==> src/sound_level_smoother_unit_macros.svh <==
// Assertion macros for the sound level smoother RTL.
// Included by the top level; needs no other file.
`ifndef SOUND_LEVEL_SMOOTHER_UNIT_MACROS_SVH
`define SOUND_LEVEL_SMOOTHER_UNIT_MACROS_SVH

// Clocked check, disabled while reset is asserted (active low).
`define SLS_ASSERT(lbl, clk, rst_n, prop, msg) \
    lbl: assert property (@(posedge clk) disable iff (!(rst_n)) (prop)) else $error(msg);

// Clocked check whose property must hold in the cycle after the condition, disabled during reset.
`define SLS_ASSERT_NEXT(lbl, clk, rst_n, cond, prop, msg) \
    lbl: assert property (@(posedge clk) disable iff (!(rst_n)) (cond) |=> (prop)) \
        else $error(msg);

`endif

==> src/sls_pkg.sv <==
// Shared constants and types of the sound level smoother.
// No dependencies; used by sls_average and sound_level_smoother_unit.
`default_nettype none

package sls_pkg;

    localparam int DEFAULT_WINDOW      = 5;
    localparam int DEFAULT_SAMPLE_BITS = 12;

    localparam int DB_W      = 16;
    localparam int SCALE_W   = 24;
    localparam int LIMIT_W   = 16;
    localparam int BETA_W    = 17;
    localparam int ACC_W     = 26;
    localparam int ACC_FRAC  = 10;
    localparam int CFG_IDX_W = 8;
    localparam int CFG_DATA_W = 24;

    localparam logic [DB_W-1:0]    DB_MAX         = '1;
    localparam logic [BETA_W-1:0]  BETA_ONE       = BETA_W'(65536);
    localparam logic [SCALE_W-1:0] RST_DB_SCALE   = SCALE_W'(676008);
    localparam logic [LIMIT_W-1:0] RST_JUMP_LIMIT = LIMIT_W'(2560);
    localparam logic [LIMIT_W-1:0] RST_HOLD_BAND  = LIMIT_W'(512);
    localparam logic [BETA_W-1:0]  RST_BETA       = BETA_W'(6554);

    localparam logic [CFG_IDX_W-1:0] CFG_DB_SCALE    = CFG_IDX_W'(0);
    localparam logic [CFG_IDX_W-1:0] CFG_JUMP_LIMIT  = CFG_IDX_W'(1);
    localparam logic [CFG_IDX_W-1:0] CFG_HOLD_BAND   = CFG_IDX_W'(2);
    localparam logic [CFG_IDX_W-1:0] CFG_SMOOTH_BETA = CFG_IDX_W'(3);

    typedef struct packed {
        logic s3;
        logic s4;
        logic s5;
    } t_avg_en;

endpackage

`default_nettype wire

==> src/sls_window.sv <==
// Averaging window of the sound level smoother: sample memory and running sum.
// Standalone; instantiated by sound_level_smoother_unit.
`default_nettype none

module sls_window #(
    parameter int WINDOW      = 5,
    parameter int SAMPLE_BITS = 12,
    parameter int SUM_W       = 15
) (
    input  wire logic                   i_clk,
    input  wire logic                   i_rst_n,
    input  wire logic                   i_en,
    input  wire logic                   i_refill,
    input  wire logic [SAMPLE_BITS-1:0] i_sample,
    output logic      [SUM_W-1:0]       o_sum
);

    localparam int SLOT_W = (WINDOW > 1) ? $clog2(WINDOW) : 1;
    localparam logic [SLOT_W-1:0] LAST_SLOT = SLOT_W'(WINDOW - 1);

    logic [SAMPLE_BITS-1:0] r_mem [WINDOW];
    logic [SAMPLE_BITS-1:0] r_rd;
    logic [SAMPLE_BITS-1:0] r_fill;
    logic [SAMPLE_BITS-1:0] r_byp_data;
    logic                   r_byp_hit;
    logic [SLOT_W-1:0]      r_slot;
    logic [SLOT_W-1:0]      n_slot;
    logic [WINDOW-1:0]      r_vld;
    logic [WINDOW-1:0]      n_vld;
    logic [SUM_W-1:0]       r_sum;
    logic [SUM_W-1:0]       n_sum;
    logic [SAMPLE_BITS-1:0] old_sample;

    always_comb begin
        if (!i_en) begin
            n_slot = r_slot;
        end else if (r_slot == LAST_SLOT) begin
            n_slot = '0;
        end else begin
            n_slot = r_slot + SLOT_W'(1);
        end
    end

    assign old_sample = r_byp_hit ? r_byp_data : (r_vld[r_slot] ? r_rd : r_fill);

    always_comb begin
        if (i_refill) begin
            n_sum = SUM_W'(SUM_W'(i_sample) * SUM_W'(WINDOW));
            n_vld = WINDOW'(1) << r_slot;
        end else begin
            n_sum = r_sum - SUM_W'(old_sample) + SUM_W'(i_sample);
            n_vld = r_vld | (WINDOW'(1) << r_slot);
        end
    end

    always_ff @(posedge i_clk) begin
        if (i_en) begin
            r_mem[r_slot] <= i_sample;
        end
        r_rd       <= r_mem[n_slot];
        r_byp_data <= i_sample;
        if (i_en && i_refill) begin
            r_fill <= i_sample;
        end
    end

    always_ff @(posedge i_clk) begin
        if (!i_rst_n) begin
            r_slot    <= '0;
            r_vld     <= '0;
            r_byp_hit <= 1'b0;
            r_sum     <= '0;
        end else begin
            r_slot    <= n_slot;
            r_byp_hit <= i_en && (n_slot == r_slot);
            if (i_en) begin
                r_vld <= n_vld;
                r_sum <= n_sum;
            end
        end
    end

    assign o_sum = r_sum;

endmodule

`default_nettype wire

==> src/sls_average.sv <==
// Average level path: scales the window sum to dB and divides by the window depth.
// Uses sls_pkg; instantiated by sound_level_smoother_unit.
`default_nettype none

module sls_average #(
    parameter int WINDOW = 5,
    parameter int SUM_W  = 15
) (
    input  wire logic                          i_clk,
    input  wire sls_pkg::t_avg_en              i_en,
    input  wire logic [SUM_W-1:0]              i_sum,
    input  wire logic [sls_pkg::SCALE_W-1:0]   i_db_scale,
    output logic      [sls_pkg::DB_W-1:0]      o_avg
);

    import sls_pkg::*;

    localparam int P_W = SUM_W + SCALE_W;
    localparam int V_W = P_W - 16;
    localparam int VB  = 16 + $clog2(WINDOW);
    localparam int Q_W = 17;
    localparam logic [V_W-1:0] SAT_LIM = V_W'(WINDOW * 65536);
    localparam logic [Q_W-1:0] RECIP   = Q_W'((2 ** VB) / WINDOW);

    logic [P_W-1:0]     sum_prod;
    logic [V_W-1:0]     r_v;
    logic [VB+Q_W-1:0]  q_prod;
    logic               r_sat;
    logic [VB-1:0]      r_vn;
    logic [Q_W-1:0]     r_q0;
    logic [VB+Q_W-1:0]  qw_full;
    logic [VB-1:0]      rem;
    logic [Q_W-1:0]     q_fix;

    assign sum_prod = P_W'(i_sum) * P_W'(i_db_scale);
    assign q_prod   = (VB+Q_W)'(r_v[VB-1:0]) * (VB+Q_W)'(RECIP);
    assign qw_full  = (VB+Q_W)'(r_q0) * (VB+Q_W)'(WINDOW);
    assign rem      = r_vn - qw_full[VB-1:0];
    assign q_fix    = (rem >= VB'(WINDOW)) ? r_q0 + Q_W'(1) : r_q0;

    always_ff @(posedge i_clk) begin
        if (i_en.s3) begin
            r_v <= sum_prod[P_W-1:16];
        end
        if (i_en.s4) begin
            r_sat <= (r_v >= SAT_LIM);
            r_vn  <= r_v[VB-1:0];
            r_q0  <= q_prod[VB+Q_W-1:VB];
        end
        if (i_en.s5) begin
            o_avg <= r_sat ? DB_MAX : q_fix[DB_W-1:0];
        end
    end

endmodule

`default_nettype wire

==> src/sound_level_smoother_unit.sv <==
// Sound level smoother: dB conversion, min/max, windowed average, hold and
// exponential smoothing. Uses sls_pkg, sls_window, sls_average and the macros header.
//
// Usage:
//   Input stream (s_axis) carries one raw sample per item in tdata. Output
//   stream (m_axis) returns one result item per input item, in order.
//   The cfg channel writes db_scale, jump_limit, hold_band and smooth_beta
//   by index; it is always ready and is to be written only while idle.
// Timing:
//   Six-stage pipeline (stages 0 to 5); a result is presented on m_axis from
//   the last stage. One item per cycle sustained while the receiver keeps
//   tready high; the level state (window, sum, hold, smoother, min/max) is
//   updated in a single stage per item.
// Reset:
//   Synchronous, active low. Clears the pipeline, the window state and the
//   smoother, and loads the register defaults. Min restarts at all ones.
// Stall:
//   When the receiver holds tready low, the output item stays; empty stages
//   ahead of it still fill, and s_axis tready drops once every stage is full.
`default_nettype none

`include "sound_level_smoother_unit_macros.svh"

module sound_level_smoother_unit #(
    parameter int WINDOW      = sls_pkg::DEFAULT_WINDOW,
    parameter int SAMPLE_BITS = sls_pkg::DEFAULT_SAMPLE_BITS
) (
    input  wire logic                                  i_clk,
    input  wire logic                                  i_rst_n,
    // s_axis tdata: sample
    input  wire logic                                  i_s_axis_tvalid,
    output logic                                       o_s_axis_tready,
    input  wire logic [((SAMPLE_BITS+7)/8)*8-1:0]      i_s_axis_tdata,
    // m_axis tdata: db_now, db_average, db_hold, db_smooth, raw_min, raw_max
    output logic                                       o_m_axis_tvalid,
    input  wire logic                                  i_m_axis_tready,
    output logic [((4*sls_pkg::DB_W+2*SAMPLE_BITS+7)/8)*8-1:0] o_m_axis_tdata,
    input  wire logic                                  i_cfg_valid,
    output logic                                       o_cfg_ready,
    input  wire logic [sls_pkg::CFG_IDX_W-1:0]         i_cfg_index,
    input  wire logic [sls_pkg::CFG_DATA_W-1:0]        i_cfg_data
);

    import sls_pkg::*;

    localparam int SUM_W = SAMPLE_BITS + $clog2(WINDOW);
    localparam int OUT_W = ((4*DB_W + 2*SAMPLE_BITS + 7)/8)*8;
    localparam int P_W   = SAMPLE_BITS + SCALE_W;
    localparam int H_W   = P_W - 16;
    localparam int X_W   = ACC_W + BETA_W + 1;
    localparam int NSTG  = 6;

    logic [SCALE_W-1:0] r_db_scale;
    logic [LIMIT_W-1:0] r_jump_limit;
    logic [LIMIT_W-1:0] r_hold_band;
    logic [BETA_W-1:0]  r_beta;
    logic [BETA_W-1:0]  cfg_beta;

    logic [NSTG-1:0]        r_vld;
    logic [NSTG-1:0]        adv;
    logic                   state_en;
    t_avg_en                avg_en;

    logic [SAMPLE_BITS-1:0] r_s0;
    logic [SAMPLE_BITS-1:0] r_s1;
    logic [DB_W-1:0]        r_db1;
    logic [P_W-1:0]         db_prod;
    logic [H_W-1:0]         db_hi;
    logic [DB_W-1:0]        db_sat;

    logic                   r_primed;
    logic [DB_W-1:0]        r_prev_db;
    logic [DB_W-1:0]        r_held;
    logic [ACC_W-1:0]       r_acc;
    logic [SAMPLE_BITS-1:0] r_min;
    logic [SAMPLE_BITS-1:0] r_max;
    logic [DB_W-1:0]        db_diff;
    logic                   refill;
    logic signed [ACC_W:0]  acc_err;
    logic signed [X_W-1:0]  err_x;
    logic signed [X_W-1:0]  beta_x;
    logic signed [X_W-1:0]  acc_prod;
    logic signed [X_W-1:0]  acc_sum;
    logic [ACC_W-1:0]       n_acc;

    logic [SUM_W-1:0]       win_sum;
    logic [DB_W-1:0]        avg_db;

    logic [DB_W-1:0]        r_db_c     [3];
    logic [DB_W-1:0]        r_hold_c   [3];
    logic [DB_W-1:0]        r_smooth_c [3];
    logic [SAMPLE_BITS-1:0] r_min_c    [3];
    logic [SAMPLE_BITS-1:0] r_max_c    [3];

    // configuration
    assign o_cfg_ready = 1'b1;
    assign cfg_beta    = (i_cfg_data[BETA_W-1:0] > BETA_ONE) ? BETA_ONE
                                                             : i_cfg_data[BETA_W-1:0];

    always_ff @(posedge i_clk) begin
        if (!i_rst_n) begin
            r_db_scale   <= RST_DB_SCALE;
            r_jump_limit <= RST_JUMP_LIMIT;
            r_hold_band  <= RST_HOLD_BAND;
            r_beta       <= RST_BETA;
        end else if (i_cfg_valid) begin
            unique case (i_cfg_index)
                CFG_DB_SCALE:    r_db_scale   <= i_cfg_data[SCALE_W-1:0];
                CFG_JUMP_LIMIT:  r_jump_limit <= i_cfg_data[LIMIT_W-1:0];
                CFG_HOLD_BAND:   r_hold_band  <= i_cfg_data[LIMIT_W-1:0];
                CFG_SMOOTH_BETA: r_beta       <= cfg_beta;
                default: ;
            endcase
        end
    end

    // stage flow control: a stage advances when empty or when the next one advances
    always_comb begin
        adv[NSTG-1] = !r_vld[NSTG-1] || i_m_axis_tready;
        for (int k = NSTG-2; k >= 0; k--) begin
            adv[k] = !r_vld[k] || adv[k+1];
        end
    end

    assign o_s_axis_tready = adv[0];
    assign o_m_axis_tvalid = r_vld[NSTG-1];
    assign state_en        = adv[2] && r_vld[1];
    assign avg_en          = '{s3: adv[3], s4: adv[4], s5: adv[5]};

    always_ff @(posedge i_clk) begin
        if (!i_rst_n) begin
            r_vld <= '0;
        end else begin
            if (adv[0]) begin
                r_vld[0] <= i_s_axis_tvalid;
            end
            for (int k = 1; k < NSTG; k++) begin
                if (adv[k]) begin
                    r_vld[k] <= r_vld[k-1];
                end
            end
        end
    end

    // stage 0/1: capture sample, convert to dB
    assign db_prod = P_W'(r_s0) * P_W'(r_db_scale);
    assign db_hi   = db_prod[P_W-1:16];
    assign db_sat  = (db_hi > H_W'(DB_MAX)) ? DB_MAX : db_hi[DB_W-1:0];

    always_ff @(posedge i_clk) begin
        if (adv[0]) begin
            r_s0 <= i_s_axis_tdata[SAMPLE_BITS-1:0];
        end
        if (adv[1]) begin
            r_s1  <= r_s0;
            r_db1 <= db_sat;
        end
    end

    // stage 2: level state update
    assign db_diff = (r_db1 > r_prev_db) ? r_db1 - r_prev_db : r_prev_db - r_db1;
    assign refill  = !r_primed || (db_diff > r_jump_limit);

    assign acc_err  = $signed({1'b0, r_db1, ACC_FRAC'(0)}) - $signed({1'b0, r_acc});
    assign err_x    = X_W'(acc_err);
    assign beta_x   = $signed(X_W'(r_beta));
    assign acc_prod = err_x * beta_x;
    assign acc_sum  = $signed(X_W'(r_acc)) + (acc_prod >>> 16);
    assign n_acc    = acc_sum[ACC_W-1:0];

    always_ff @(posedge i_clk) begin
        if (!i_rst_n) begin
            r_primed  <= 1'b0;
            r_prev_db <= '0;
            r_held    <= '0;
            r_acc     <= '0;
            r_min     <= '1;
            r_max     <= '0;
        end else if (state_en) begin
            r_primed  <= 1'b1;
            r_prev_db <= r_db1;
            r_acc     <= n_acc;
            if (db_diff >= r_hold_band) begin
                r_held <= r_db1;
            end
            if (r_s1 < r_min) begin
                r_min <= r_s1;
            end
            if (r_s1 > r_max) begin
                r_max <= r_s1;
            end
        end
    end

    sls_window #(
        .WINDOW      (WINDOW),
        .SAMPLE_BITS (SAMPLE_BITS),
        .SUM_W       (SUM_W)
    ) u_window (
        .i_clk    (i_clk),
        .i_rst_n  (i_rst_n),
        .i_en     (state_en),
        .i_refill (refill),
        .i_sample (r_s1),
        .o_sum    (win_sum)
    );

    // stages 3..5: average path and carried fields
    sls_average #(
        .WINDOW (WINDOW),
        .SUM_W  (SUM_W)
    ) u_average (
        .i_clk      (i_clk),
        .i_en       (avg_en),
        .i_sum      (win_sum),
        .i_db_scale (r_db_scale),
        .o_avg      (avg_db)
    );

    always_ff @(posedge i_clk) begin
        if (adv[3]) begin
            r_db_c[0]     <= r_prev_db;
            r_hold_c[0]   <= r_held;
            r_smooth_c[0] <= r_acc[ACC_W-1:ACC_FRAC];
            r_min_c[0]    <= r_min;
            r_max_c[0]    <= r_max;
        end
        for (int k = 1; k < 3; k++) begin
            if (adv[k+3]) begin
                r_db_c[k]     <= r_db_c[k-1];
                r_hold_c[k]   <= r_hold_c[k-1];
                r_smooth_c[k] <= r_smooth_c[k-1];
                r_min_c[k]    <= r_min_c[k-1];
                r_max_c[k]    <= r_max_c[k-1];
            end
        end
    end

    assign o_m_axis_tdata = OUT_W'({r_max_c[2], r_min_c[2], r_smooth_c[2],
                                    r_hold_c[2], avg_db, r_db_c[2]});

    `SLS_ASSERT(a_min_le_max, i_clk, i_rst_n, !o_m_axis_tvalid || (r_min_c[2] <= r_max_c[2]), "raw_min above raw_max")
    `SLS_ASSERT(a_stall_full, i_clk, i_rst_n, o_s_axis_tready || (&r_vld), "input stalled with a free stage")
    `SLS_ASSERT_NEXT(a_primed, i_clk, i_rst_n, state_en, r_primed, "window not primed after an item")

endmodule

`default_nettype wire

==> config.mk <==
export PLATFORM = sky130hd
export DESIGN_NAME = sound_level_smoother_unit
export DESIGN_NICKNAME = d
export VERILOG_FILES = /design/src/sls_pkg.sv /design/src/sls_window.sv /design/src/sls_average.sv /design/src/sound_level_smoother_unit.sv
export VERILOG_INCLUDE_DIRS = /design/src /design/src/src
export SDC_FILE = /design/constraint.sdc
export NUM_CORES = 2
export LEC_CHECK = 0
export BUFFER_PORTS_ARGS = -buffer_cell sky130_fd_sc_hd__buf_4
export CORE_MARGIN = 2
export CORE_UTILIZATION = 59
export DETAILED_ROUTE_END_ITERATION = 8
export PLACE_DENSITY = 0.83
export SYNTH_ARGS = -nofsm -noshare
export SYNTH_HDL_FRONTEND = slang
export SYNTH_SLANG_ARGS = --single-unit
==> constraint.sdc <==
create_clock -name i_clk -period 9 [get_ports i_clk]
set_input_delay 1.35 -clock i_clk [delete_from_list [all_inputs] [get_ports i_clk]]
set_output_delay 1.35 -clock i_clk [all_outputs]
set_load 0.01 [all_outputs]
==> results.json <==
{
  "outcome": "complete, but fails checks",
  "violations": "setup timing",
  "cts_buffer_depth": 3,
  "required_ps": 9560,
  "portBuffers": 138,
  "arrival_ps": 10170,
  "synth.area.mux_share_pct": 1.952,
  "wl_met2_mm": 82.15,
  "yosysSeqAreaShare_pct": 24.04,
  "antenna_found_initial": 9,
  "cp_max_fo": 4,
  "grt_overflow": 0,
  "grt_usage_pct": 30.23,
  "synth-xor-area-share_pct": 2.230,
  "initial_utilization_pct": 59.43,
  "clk_latency_ps": 640,
  "slew_viol_final": 0,
  "whs_ps": 412.6,
  "skew_ps": 38.18,
  "grt_pass1_vias": 52870,
  "hold_path.class": "reg2reg",
  "regArea_mm2": 0.01634,
  "multi_input_area_mm2": 0.04577,
  "met3_length_mm": 17.01,
  "syn_area_mm2": 0.06795,
  "num-fill-cells": 8108,
  "synth-async-reset-ratio_pct": 0,
  "grt_pass1_wl_mm": 279.0,
  "io_pins": 144,
  "core-area_mm2": 0.1143,
  "tns_ps": -2733,
  "worst_slew_margin_rel_pct": 15.00,
  "post-route-worst-setup-slack_ps": -613.5,
  "m1WireLength_mm": 64.91,
  "cts-htree-levels": 3,
  "synth_compound_area_share_pct": 5.951,
  "setup_viol": 9,
  "syn-num-nets": 8596,
  "ant_nets": 0,
  "worst-slew-pin-transition_ps": 1275,
  "gp_congestion": 0.9624,
  "start_kind": "register",
  "grt_start_max_net_pins": 93,
  "synthSimpleGateAreaFrac_pct": 12.99,
  "syn_inst": 6862,
  "clock-sinks": 614,
  "syn_area_per_cell_um2": 9.902,
  "synth_top_family_by_area": "adder cells",
  "path_class": "reg2reg",
  "synth_edf_count": 404,
  "areaGrowthSynthToFinish_pct": 11.59,
  "viasPerCell": 5.691,
  "ys.flop_type": "edfxtp_1",
  "wl_per_cell_um": 20.03,
  "rsz0062_at_grt": "yes",
  "die_h_um": 343.4,
  "synth_fa_ha_area_share_pct": 42.65,
  "dieWidth_um": 343.4,
  "first_pass_iters": 6,
  "layout-drive-gt1-share_pct": 12.09,
  "fin_crit_ps": 9613,
  "fin_crit_sh_pct": 106.8,
  "drc": 0,
  "synth_cell_types": 81,
  "wl_mm": 174.0,
  "nNetsFinal": 8853,
  "root_buffer": "clkbuf_16",
  "slowest_delay_ps": 650,
  "numCtsBuffers": 68,
  "clk_pin_slew_worst_paths_ps": 70,
  "crit_slowest_cell": "fa_1",
  "maxCapViolations": 0,
  "crit_path_end_kind": "register",
  "yosys_warnings": 0,
  "fmax_mhz": 104.0,
  "cts_tree": "done",
  "ys_seq_elements": 614,
  "drtIter0Drc": 3912,
  "top_layer_used": "met5",
  "utilization_pct": 66.31,
  "vias": 49430,
  "row_count": 124,
  "place_hpwl_mm": 131.3,
  "dieArea_mm2": 0.1179,
  "hold_viol_final": 0
}
layout by cell type (no fill, tap or decap), drive strengths merged, types with 38 or more instances in the layout:
master,instances
buf,552
a21o,72
nor3,47
a21oi,232
and2,441
mux2i,86
edfxtp,404
dfxtp,210
nor2,231
inv,1408
o21ai,118
nor2b,46
o21a,38
xnor2,121
clkbuf,88
nand2,912
ha,622
fa,1059
xor2,52
through the flow:
step,instance area (um^2),worst slack [ps],cells
after detailed placement,72430,-919.4,8516
after global placement,72430,-765.9,8516
after floorplan,68310,-80.48,6862
after global routing,75820,-995.9,8686
final,75820,-613.5,8686
after CTS,75320,-469.5,8669
kinds of logic (layout without fill, tap and decap cells):
logic type / count (synthesis) / after routing
compound gates: 641 / 641
xor+xnor: 173 / 173
fa+ha+maj: 1681 / 1681
buf+inv: 1767 / 2078
flops: 614 / 614
mux: 115 / 115
other cells: 2 / 3
simple gates: 1869 / 1869
layer usage:
layer	track usage, %	up-vias
met5	0	-
met3	6.123	625
met2	49.96	2453
met4	14.43	8
met1	38.30	24560
li1	-	21790
critical path: cells and delay by family (launching register included):
kind / cells / cell delay [ps]
simple gates: 5 / 770
buf+inv: 9 / 1030
compound gates: 14 / 2870
fa+ha+maj: 9 / 3900
flops: 1 / 470
xor+xnor: 3 / 460
final timing paths:
path,start,to,slack (ps),cells after the start
worst max-delay path,r_db1[4],r_acc[25],-610,40
worst min-delay path,r_max_c[0][16],r_max_c[0][28],410,0
worst max register to register,r_db1[4],r_acc[25],-610,40
worst min register to register,r_max_c[0][16],r_max_c[0][28],410,0
flip-flops by register name (all words and copies together) (netlist names), 15 cells and up:
name             flops
u_window.r_mem      60
r_db_c              48
r_hold_c            48
r_smooth_c          48
r_max_c             36
r_min_c             36
r_acc               26
r_db_scale          24
u_average.r_v       23
u_average.r_vn      19
r_beta              17
u_average.r_q0      17
r_db1               16
r_held              16
r_hold_band         16
r_jump_limit        16
r_prev_db           16
u_average.o_avg     16
u_window.o_sum      15
synth_stat cells, types with 18 or more instances:
master	number	area [um^2]
nand3_1	34	170.2
nand4_1	32	200.2
nor2b_1	46	287.8
nand2b_1	29	181.4
a31oi_1	19	118.9
nand2_1	911	3420
a21oi_1	232	1161
o21ai_0	117	585.6
a21o_1	72	540.5
fa_1	1059	21200
mux2i_1	86	860.8
buf_4	74	555.5
ha_1	622	7782
o21a_1	38	285.3
inv_1	1401	5259
and2_1	440	2753
dfxtp_1	210	4204
xnor2_1	121	1060
nor2_1	230	863.3
clkbuf_1	287	1077
xor2_1	52	455.4
nor3_1	47	235.2
a211oi_1	18	135.1
edfxtp_1	404	12130
and3_1	19	118.9
layout make-up:
class	instances	area share [%]
multi-input combinational	4481	60.36
sequential	614	21.55
inverter	1402	6.954
timing repair buffer	552	5.579
clock buffer	88	2.521
tap	1512	2.495
clock inverter	36	0.5413
antenna	1	0.003300
repair_timing:
| action | CTS | global route |
|---|---|---|
| endpoints found under the setup margin | 16 | 20 |
| cloned | 0 | 0 |
| hold buffers | 0 | 0 |
| pin swaps | 54 | 92 |
| gates resized for setup | 68 | 90 |
| setup buffers | 31 | 23 |
Power is not shown: default switching activity piles up to over one toggle a cycle in this logic, so the estimate is an artifact.
